`config.mk`:
```
export PLATFORM = sky130hd
export DESIGN_NAME = bank_mapper_with_scanline_irq
export DESIGN_NICKNAME = d
export VERILOG_FILES = /design/src/bmsi_pkg.sv /design/src/bmsi_in_stage.sv /design/src/bmsi_irq.sv /design/src/bmsi_map.sv /design/src/bank_mapper_with_scanline_irq.sv
export SDC_FILE = /design/constraint.sdc
export NUM_CORES = 1
export LEC_CHECK = 0
export BUFFER_PORTS_ARGS = -buffer_cell sky130_fd_sc_hd__buf_2
export CORE_MARGIN = 1.5
export CORE_UTILIZATION = 41
export CTS_CLUSTER_DIAMETER = 80
export DETAILED_ROUTE_END_ITERATION = 10
export HOLD_SLACK_MARGIN = 0.08
export PLACE_DENSITY_LB_ADDON = 0.1
export SLEW_MARGIN = 5
export SYNTH_ARGS = -nofsm -noshare
export SYNTH_HDL_FRONTEND = slang
export SYNTH_SLANG_ARGS = --single-unit
```
`constraint.sdc`:
```
create_clock -name clk -period 5.1 [get_ports clk]
set_input_delay 0.765 -clock clk [delete_from_list [all_inputs] [get_ports clk]]
set_output_delay 0.765 -clock clk [all_outputs]
set_load 0.1 [all_outputs]
```
`src/bmsi_pkg.sv`:
```
// shared types and constants for the bank mapper with scanline irq
// no dependencies

package bmsi_pkg;

    localparam int CHR_SLOTS = 8;
    localparam int SLOT_W = $clog2(CHR_SLOTS);

    typedef enum logic [1:0] {
        ACT_WRITE = 2'd0,
        ACT_TICK  = 2'd1,
        ACT_PRG   = 2'd2,
        ACT_CHR   = 2'd3
    } action_t;

    // configuration register indexes
    localparam logic [1:0] CFG_LINE_A    = 2'd0;
    localparam logic [1:0] CFG_LINE_B    = 2'd1;
    localparam logic [1:0] CFG_PRG_LAST  = 2'd2;

    // top nibble of a register write address
    localparam logic [3:0] NIB_PRG0      = 4'h8;
    localparam logic [3:0] NIB_MIRROR    = 4'h9;
    localparam logic [3:0] NIB_PRG1      = 4'hA;
    localparam logic [3:0] NIB_CHR_FIRST = 4'hB;
    localparam logic [3:0] NIB_CHR_LAST  = 4'hE;
    localparam logic [3:0] NIB_IRQ       = 4'hF;

    // register select codes within the irq nibble
    localparam logic [1:0] SEL_LATCH_LO  = 2'd0;
    localparam logic [1:0] SEL_LATCH_HI  = 2'd1;
    localparam logic [1:0] SEL_CONTROL   = 2'd2;
    localparam logic [1:0] SEL_ACK       = 2'd3;

    // irq_ctrl bits
    localparam int CTRL_ACK_EN = 0;
    localparam int CTRL_CYCLE  = 1;

    localparam logic [7:0] COUNTER_TOP   = 8'hFF;
    localparam logic [8:0] PRESC_LIMIT   = 9'd338;
    localparam logic [8:0] PRESC_INC     = 9'd3;

    typedef struct packed {
        action_t     action;
        logic [15:0] address;
        logic [7:0]  data;
    } item_t;

    typedef struct packed {
        action_t     action;
        logic [15:0] address;
        logic [7:0]  data;
        logic [1:0]  sel;
    } cmd_t;

endpackage

```
`src/bmsi_in_stage.sv`:
```
// input register stage holding one accepted item
// depends on bmsi_pkg

module bmsi_in_stage (
    input  logic           clk,
    input  logic           rst_n,
    input  logic           in_valid,
    output logic           in_ready,
    input  bmsi_pkg::item_t in_item,
    input  logic           advance,
    output logic           stage_valid,
    output bmsi_pkg::item_t stage_item
);

    logic            valid_reg;
    logic            valid_next;
    bmsi_pkg::item_t item_reg;
    logic            take;

    assign in_ready    = !valid_reg || advance;
    assign take        = in_valid && in_ready;
    assign valid_next  = take || (valid_reg && !advance);
    assign stage_valid = valid_reg;
    assign stage_item  = item_reg;

    always_ff @(posedge clk or negedge rst_n)
    begin
        if (!rst_n)
        begin
            valid_reg <= 1'b0;
        end
        else
        begin
            valid_reg <= valid_next;
        end
    end

    always_ff @(posedge clk)
    begin
        if (take)
        begin
            item_reg <= in_item;
        end
    end

endmodule

```
`src/bmsi_irq.sv`:
```
// irq latch, counter, scanline prescaler, control and pending flag
// depends on bmsi_pkg

module bmsi_irq (
    input  logic          clk,
    input  logic          rst_n,
    input  logic          fire,
    input  bmsi_pkg::cmd_t cmd,
    output logic          pending_next
);

    logic [7:0] latch_reg;
    logic [7:0] latch_next;
    logic [7:0] counter_reg;
    logic [7:0] counter_next;
    logic [8:0] presc_reg;
    logic [8:0] presc_next;
    logic [1:0] ctrl_reg;
    logic [1:0] ctrl_next;
    logic       enabled_reg;
    logic       enabled_next;
    logic       pending_reg;
    logic       step;
    logic       irq_write;

    assign irq_write = cmd.address[15:12] == bmsi_pkg::NIB_IRQ;

    always_comb
    begin
        latch_next   = latch_reg;
        counter_next = counter_reg;
        presc_next   = presc_reg;
        ctrl_next    = ctrl_reg;
        enabled_next = enabled_reg;
        pending_next = pending_reg;
        step         = 1'b0;
        if (fire)
        begin
            case (cmd.action)
                bmsi_pkg::ACT_WRITE:
                begin
                    if (irq_write)
                    begin
                        case (cmd.sel)
                            bmsi_pkg::SEL_LATCH_LO:
                            begin
                                latch_next = {latch_reg[7:4], cmd.data[3:0]};
                            end
                            bmsi_pkg::SEL_LATCH_HI:
                            begin
                                latch_next = {cmd.data[3:0], latch_reg[3:0]};
                            end
                            bmsi_pkg::SEL_CONTROL:
                            begin
                                ctrl_next    = {cmd.data[2], cmd.data[0]};
                                enabled_next = cmd.data[1];
                                pending_next = 1'b0;
                                if (cmd.data[1])
                                begin
                                    presc_next   = '0;
                                    counter_next = latch_reg;
                                end
                            end
                            default:
                            begin
                                enabled_next = ctrl_reg[bmsi_pkg::CTRL_ACK_EN];
                                pending_next = 1'b0;
                            end
                        endcase
                    end
                end
                bmsi_pkg::ACT_TICK:
                begin
                    if (enabled_reg)
                    begin
                        step = 1'b1;
                        if (!ctrl_reg[bmsi_pkg::CTRL_CYCLE])
                        begin
                            if (presc_reg < bmsi_pkg::PRESC_LIMIT)
                            begin
                                presc_next = presc_reg + bmsi_pkg::PRESC_INC;
                                step       = 1'b0;
                            end
                            else
                            begin
                                presc_next = presc_reg - bmsi_pkg::PRESC_LIMIT;
                            end
                        end
                        if (step)
                        begin
                            if (counter_reg != bmsi_pkg::COUNTER_TOP)
                            begin
                                counter_next = counter_reg + 8'd1;
                            end
                            else
                            begin
                                counter_next = latch_reg;
                                pending_next = 1'b1;
                            end
                        end
                    end
                end
                default:
                begin
                    step = 1'b0;
                end
            endcase
        end
    end

    always_ff @(posedge clk or negedge rst_n)
    begin
        if (!rst_n)
        begin
            latch_reg   <= '0;
            counter_reg <= '0;
            presc_reg   <= '0;
            ctrl_reg    <= '0;
            enabled_reg <= 1'b0;
            pending_reg <= 1'b0;
        end
        else
        begin
            latch_reg   <= latch_next;
            counter_reg <= counter_next;
            presc_reg   <= presc_next;
            ctrl_reg    <= ctrl_next;
            enabled_reg <= enabled_next;
            pending_reg <= pending_next;
        end
    end

endmodule

```
`src/bmsi_map.sv`:
```
// program and character bank registers, mirroring and address translation
// depends on bmsi_pkg

module bmsi_map (
    input  logic          clk,
    input  logic          rst_n,
    input  logic          fire,
    input  bmsi_pkg::cmd_t cmd,
    input  logic [7:0]    prg_last_bank,
    output logic [7:0]    bank_next,
    output logic [1:0]    mirror_next
);

    logic [7:0] prg0_reg;
    logic [7:0] prg0_next;
    logic [7:0] prg1_reg;
    logic [7:0] prg1_next;
    logic       swap_reg;
    logic       swap_next;
    logic [1:0] mirror_reg;
    logic [7:0] chr_reg [bmsi_pkg::CHR_SLOTS];
    logic [7:0] chr_next [bmsi_pkg::CHR_SLOTS];
    logic [3:0] nib;
    logic [3:0] chr_off;
    logic [bmsi_pkg::SLOT_W-1:0] wr_slot;
    logic [bmsi_pkg::SLOT_W-1:0] rd_slot;
    logic [7:0] second_last;

    assign nib         = cmd.address[15:12];
    assign chr_off     = nib - bmsi_pkg::NIB_CHR_FIRST;
    assign wr_slot     = {chr_off[1:0], cmd.sel[1]};
    assign rd_slot     = cmd.address[10 +: bmsi_pkg::SLOT_W];
    assign second_last = prg_last_bank - 8'd1;

    always_comb
    begin
        prg0_next   = prg0_reg;
        prg1_next   = prg1_reg;
        swap_next   = swap_reg;
        mirror_next = mirror_reg;
        chr_next    = chr_reg;
        if (fire && cmd.action == bmsi_pkg::ACT_WRITE)
        begin
            if (nib == bmsi_pkg::NIB_PRG0)
            begin
                prg0_next = cmd.data;
            end
            else if (nib == bmsi_pkg::NIB_PRG1)
            begin
                prg1_next = cmd.data;
            end
            else if (nib == bmsi_pkg::NIB_MIRROR)
            begin
                if (!cmd.sel[1])
                begin
                    mirror_next = cmd.data[1:0];
                end
                else
                begin
                    swap_next = cmd.data[1];
                end
            end
            else if (nib inside {[bmsi_pkg::NIB_CHR_FIRST:bmsi_pkg::NIB_CHR_LAST]})
            begin
                if (cmd.sel[0])
                begin
                    chr_next[wr_slot] = {cmd.data[3:0], chr_reg[wr_slot][3:0]};
                end
                else
                begin
                    chr_next[wr_slot] = {chr_reg[wr_slot][7:4], cmd.data[3:0]};
                end
            end
        end
    end

    always_comb
    begin
        bank_next = '0;
        case (cmd.action)
            bmsi_pkg::ACT_PRG:
            begin
                if (cmd.address[15])
                begin
                    case (cmd.address[14:13])
                        2'd0:    bank_next = swap_reg ? second_last : prg0_reg;
                        2'd1:    bank_next = prg1_reg;
                        2'd2:    bank_next = swap_reg ? prg0_reg : second_last;
                        default: bank_next = prg_last_bank;
                    endcase
                end
            end
            bmsi_pkg::ACT_CHR:
            begin
                bank_next = chr_reg[rd_slot];
            end
            default:
            begin
                bank_next = '0;
            end
        endcase
    end

    always_ff @(posedge clk or negedge rst_n)
    begin
        if (!rst_n)
        begin
            prg0_reg   <= '0;
            prg1_reg   <= '0;
            swap_reg   <= 1'b0;
            mirror_reg <= '0;
            for (int i = 0; i < bmsi_pkg::CHR_SLOTS; i++)
            begin
                chr_reg[i] <= '0;
            end
        end
        else
        begin
            prg0_reg   <= prg0_next;
            prg1_reg   <= prg1_next;
            swap_reg   <= swap_next;
            mirror_reg <= mirror_next;
            chr_reg    <= chr_next;
        end
    end

endmodule

```
`src/bank_mapper_with_scanline_irq.sv`:
```
// top level: configuration registers, write select decode and result register
// depends on bmsi_pkg, bmsi_in_stage, bmsi_irq, bmsi_map
//
// usage
// - input channel (in_valid/in_ready) carries one cpu bus cycle per transfer:
//   action, address and data; every transfer gives exactly one result
// - output channel (out_valid/out_ready) returns irq level, mapped bank and
//   mirroring mode after that item
// - config channel (cfg_valid/cfg_ready) writes line_a, line_b, prg_last_bank by
//   index; cfg_ready is always high; the user must write only while idle (not enforced)
// - path: an accepted item passes the input register, then the result register
// - throughput: one item per cycle while the receiver keeps out_ready high, set by
//   the single state update between the input register and the result register
// - receiver stall: result and input registers both hold; in_ready falls only
//   once both are full
// - reset: all mapper and irq state clears to zero, line_a to 1, line_b to 0,
//   prg_last_bank to 31; both channels come up empty

module bank_mapper_with_scanline_irq (
    input  logic        clk,
    input  logic        rst_n,
    input  logic        in_valid,
    output logic        in_ready,
    input  logic [1:0]  action,
    input  logic [15:0] address,
    input  logic [7:0]  data,
    output logic        out_valid,
    input  logic        out_ready,
    output logic        irq,
    output logic [7:0]  bank,
    output logic [1:0]  mirroring,
    input  logic        cfg_valid,
    output logic        cfg_ready,
    input  logic [1:0]  cfg_index,
    input  logic [7:0]  cfg_data
);

    logic [2:0]      line_a_reg;
    logic [2:0]      line_b_reg;
    logic [7:0]      prg_last_reg;
    bmsi_pkg::item_t in_item;
    bmsi_pkg::item_t stage_item;
    bmsi_pkg::cmd_t  cmd;
    logic            stage_valid;
    logic            advance;
    logic            fire;
    logic            pending_next;
    logic [7:0]      bank_next;
    logic [1:0]      mirror_next;
    logic            out_valid_reg;
    logic            irq_reg;
    logic [7:0]      bank_reg;
    logic [1:0]      mirror_reg;

    assign cfg_ready = 1'b1;

    assign in_item.action  = bmsi_pkg::action_t'(action);
    assign in_item.address = address;
    assign in_item.data    = data;

    assign advance = !out_valid_reg || out_ready;
    assign fire    = stage_valid && advance;

    // register select from the two configured address lines
    assign cmd.action  = stage_item.action;
    assign cmd.address = stage_item.address;
    assign cmd.data    = stage_item.data;
    assign cmd.sel     = {stage_item.address[line_a_reg], stage_item.address[line_b_reg]};

    bmsi_in_stage u_in_stage (
        .clk         (clk),
        .rst_n       (rst_n),
        .in_valid    (in_valid),
        .in_ready    (in_ready),
        .in_item     (in_item),
        .advance     (advance),
        .stage_valid (stage_valid),
        .stage_item  (stage_item)
    );

    bmsi_irq u_irq (
        .clk          (clk),
        .rst_n        (rst_n),
        .fire         (fire),
        .cmd          (cmd),
        .pending_next (pending_next)
    );

    bmsi_map u_map (
        .clk           (clk),
        .rst_n         (rst_n),
        .fire          (fire),
        .cmd           (cmd),
        .prg_last_bank (prg_last_reg),
        .bank_next     (bank_next),
        .mirror_next   (mirror_next)
    );

    always_ff @(posedge clk or negedge rst_n)
    begin
        if (!rst_n)
        begin
            line_a_reg   <= 3'd1;
            line_b_reg   <= 3'd0;
            prg_last_reg <= 8'd31;
        end
        else if (cfg_valid && cfg_ready)
        begin
            case (cfg_index)
                bmsi_pkg::CFG_LINE_A:   line_a_reg   <= cfg_data[2:0];
                bmsi_pkg::CFG_LINE_B:   line_b_reg   <= cfg_data[2:0];
                bmsi_pkg::CFG_PRG_LAST: prg_last_reg <= cfg_data;
                default:                prg_last_reg <= prg_last_reg;
            endcase
        end
    end

    always_ff @(posedge clk or negedge rst_n)
    begin
        if (!rst_n)
        begin
            out_valid_reg <= 1'b0;
        end
        else if (advance)
        begin
            out_valid_reg <= stage_valid;
        end
    end

    always_ff @(posedge clk)
    begin
        if (fire)
        begin
            irq_reg    <= pending_next;
            bank_reg   <= bank_next;
            mirror_reg <= mirror_next;
        end
    end

    assign out_valid = out_valid_reg;
    assign irq       = irq_reg;
    assign bank      = bank_reg;
    assign mirroring = mirror_reg;

endmodule
```
==> results by group <==
Synthesis
  • Ys async rst share: 0.7853
  • Most frequent cell after synthesis: dfrtp_1
  • Leading area contributor after synthesis: dfrtp_1
  • Syn_nets: 695
  • Top cells by count, synth: dfrtp_1, mux2_2, nand2_1
  • EDFF count, synth: 35
  • Seq/Total Area, Yosys: 0.5100
  • Prevailing post-synth register cell: dfrtp_1
  • Mean post-synth cell area: 13.01 µm²
  • Synth Register Bits: 163
  • Mapped cell area: 8356 µm²
  • Distinct cells, synth: 68
  • Yosys warns: 0
  • Top cell type's share of synthesized area: 0.3654
  • Ranking of synthesized cells by area: dfrtp_1, mux2_2, edfxtp_1
  • Cells after Synth: 642

Die
  • Core Footprint: 20,100 µm²
  • Num rows: 52
  • I/O pins: 55
  • Die height: 145.8 µm
  • Starting Density: 0.4156
  • Die ar.: 21,240 µm²
  • Die width: 145.8 µm

Worst setup path
  • Crit-path max cell delay: 1100 ps
  • CP max FO: 16
  • Critical path data arrival time: 3920 ps
  • Most frequent CP cell: a21oi_1
  • CP max stage cell: ha_1
  • Critical path, cell by cell: inv_1 -> ha_1 -> mux4_2 -> a21oi_1 -> a21oi_1 -> mux2_2
  • Req. time, crit path: 5410 ps
  • Worst Reg2Reg Path Length in Cells: 6
  • Setup Crit Path Kind: flop to flop
  • Worst setup EP type: flop
  • Startpoint types: flop

Global routing
  • Overall Global Routing Usage: 0.1955
  • Gr ovfl total: 0
  • Largest net degree at the start of global routing: 53
  • Vias in the first global route: 5,696
  • Initial antenna violation count: 0
  • First-pass GRT wire length: 31,880 µm

Clocking
  • Post-CTS setup buffer count: 0
  • CTS buffer count: 17
  • Clk slew on worst S/H paths: 70 ps
  • # hold bufs at CTS: 0
  • Post-cts sizing count: 0
  • H-tree levels: 4
  • CTS Root Cell: clkbuf_16
  • Clock sinks: 163
  • CTS tree: built
  • Skew-Pair Late Insertion Delay: 420 ps
  • Longest Clk Path Bufs: 2

Pwr
  • Pwr Density: 371.0 nW/µm²
  • Pwr Total: 3.479 mW
  • Pleak: 4.089 nW
  • VDD IR-drop max: 224.1 µV

Timing
  • Final Critical Period: 3615 ps
  • Setup tns final: 0 ps
  • Worst Skew: 12.10 ps
  • Period utilization: 0.7088
  • Fmax: 0.2766 GHz
  • RSZ-0062 raised after global routing: no
  • Worst setup margin: 1485 ps
  • Final hold violations: 0
  • Slew @ Worst Pin: 1045 ps
  • Final setup fails: 0
  • Fin. max-slew vios: 0
  • Rel. slew slack: 0.3035

Routing
  • Wire per inst: 20.43 µm
  • Final wirelength: 19,810 µm
  • Iteration-0 DRC Markers: 332
  • DR vias: 5,504
  • Pre-antenna DRT Iters: 5
  • Drt drc: 0
  • Remaining antenna violation count after routing: 0
  • Via/cell ratio: 5.674

Finish
  • Layout cells sized above 1: 0.3543
  • # diodes: 0
  • Area Growth Syn to Fin: 12.23%
  • Largest register FFs: 64
  • Layout net count: 740
  • Fin area: 9378 µm²

Place
  • I/O Buffers: 51
  • DP Worst Slack: 1468 ps
  • Final Wtd Congestion: 0.8336
  • Cell Area, Placed: 8836 µm²
  • DP Wirelength: 13,360 µm

Status
  • Run status: complete, no violations

Worst hold path
  • Tightest Hold Check Type: input pin to asynchronous set/reset pin

Job
  • Number of max-cap violations: 0
[path summary, 6_finish.rpt]
path,start,slack (ps),to
setup / recovery,u_in_stage.stage_item[21],1490,u_map.chr_reg[45]
hold / removal,rst_n,360,prg_last_reg[6]
setup reg to reg,u_in_stage.stage_item[21],1490,u_map.chr_reg[45]
hold reg to reg,u_irq.ctrl_reg[0],490,u_irq.ctrl_reg[0]
max in group asynchronous,rst_n,3720,u_map.chr_reg[20]
min in group clk,u_irq.ctrl_reg[0],490,u_irq.ctrl_reg[0]
[placed cells by master, fill, tap and decap left out, types with 4 or more instances in the layout]
cell / netlist / layout
mux2_4: 6 / 6
mux4_2: 32 / 32
and3_1: 7 / 7
nand3b_1: 5 / 5
inv_1: 14 / 14
nor3_1: 7 / 7
buf_2: 8 / 50
o21ai_0: 28 / 28
dfrtp_1: 122 / 122
nor2b_1: 5 / 5
nand2_1: 41 / 41
o211ai_1: 6 / 6
mux2i_1: 22 / 22
xnor2_1: 4 / 4
a21oi_2: 6 / 6
dfstp_2: 6 / 6
or3_1: 4 / 4
clkbuf_16: 0 / 17
buf_4: 1 / 6
nand2b_1: 9 / 9
mux2_2: 101 / 101
o22ai_1: 8 / 8
ha_1: 12 / 12
a21oi_1: 32 / 32
nor2_1: 32 / 32
edfxtp_1: 35 / 35
nand3_1: 7 / 7
and2_1: 4 / 4
[power breakdown]
part	total [mW]	internal, mW	switching [mW]
clock network	1.19	0.639	0.547
registers	1.63	1.49	0.140
logic	0.667	0.286	0.381
total	3.48	2.41	1.07
[area by class of cell]
class / instances / area [µm²]
multi-input combinational: 434 / 3885
fill: 1795 / 10730
clock buffer: 18 / 439.2
inverter: 15 / 56.30
tap: 270 / 337.8
timing repair buffer: 56 / 295.3
clock inverter: 14 / 102.6
sequential: 163 / 4262
[metrics by stage]
stage,utilization,hold slack [ps],std cells
after floorplan,-,435.2,642
after global placement,0.4395,468.2,938
after detailed placement,0.4395,479.3,938
after CTS,0.4665,378.8,970
after global routing,0.4665,405.2,970
final,0.4665,361.5,970
[cell families (layout without fill, tap and decap cells)]
logic type | count (synthesis) | after routing | synth area share
fa+ha+maj | 12 | 12 | 0.01797
buf+inv | 45 | 103 | 0.02501
other cells | 1 | 1 | 0.0004488
flops | 163 | 163 | 0.5100
xor+xnor | 7 | 7 | 0.007338
mux | 166 | 166 | 0.2716
compound gates | 113 | 113 | 0.08565
simple gates | 135 | 135 | 0.08191
[worst max-delay path, delay by kind of cell (launching register included)]
kind | cells | cell delay [ps]
fa+ha+maj | 1 | 1100
buf+inv | 1 | 390
flops | 1 | 700
mux | 2 | 920
compound gates | 2 | 380
[routing by layer]
metal | routed length [µm] | track usage | part of all wire
met2 | 9542 | 0.3171 | 0.48
met1 | 9178 | 0.2674 | 0.46
met5 | 0 | 0 | 0
met4 | 313 | 0.05663 | 0.016
met3 | 779 | 0.03887 | 0.039
(Power assumes the default switching activity.)
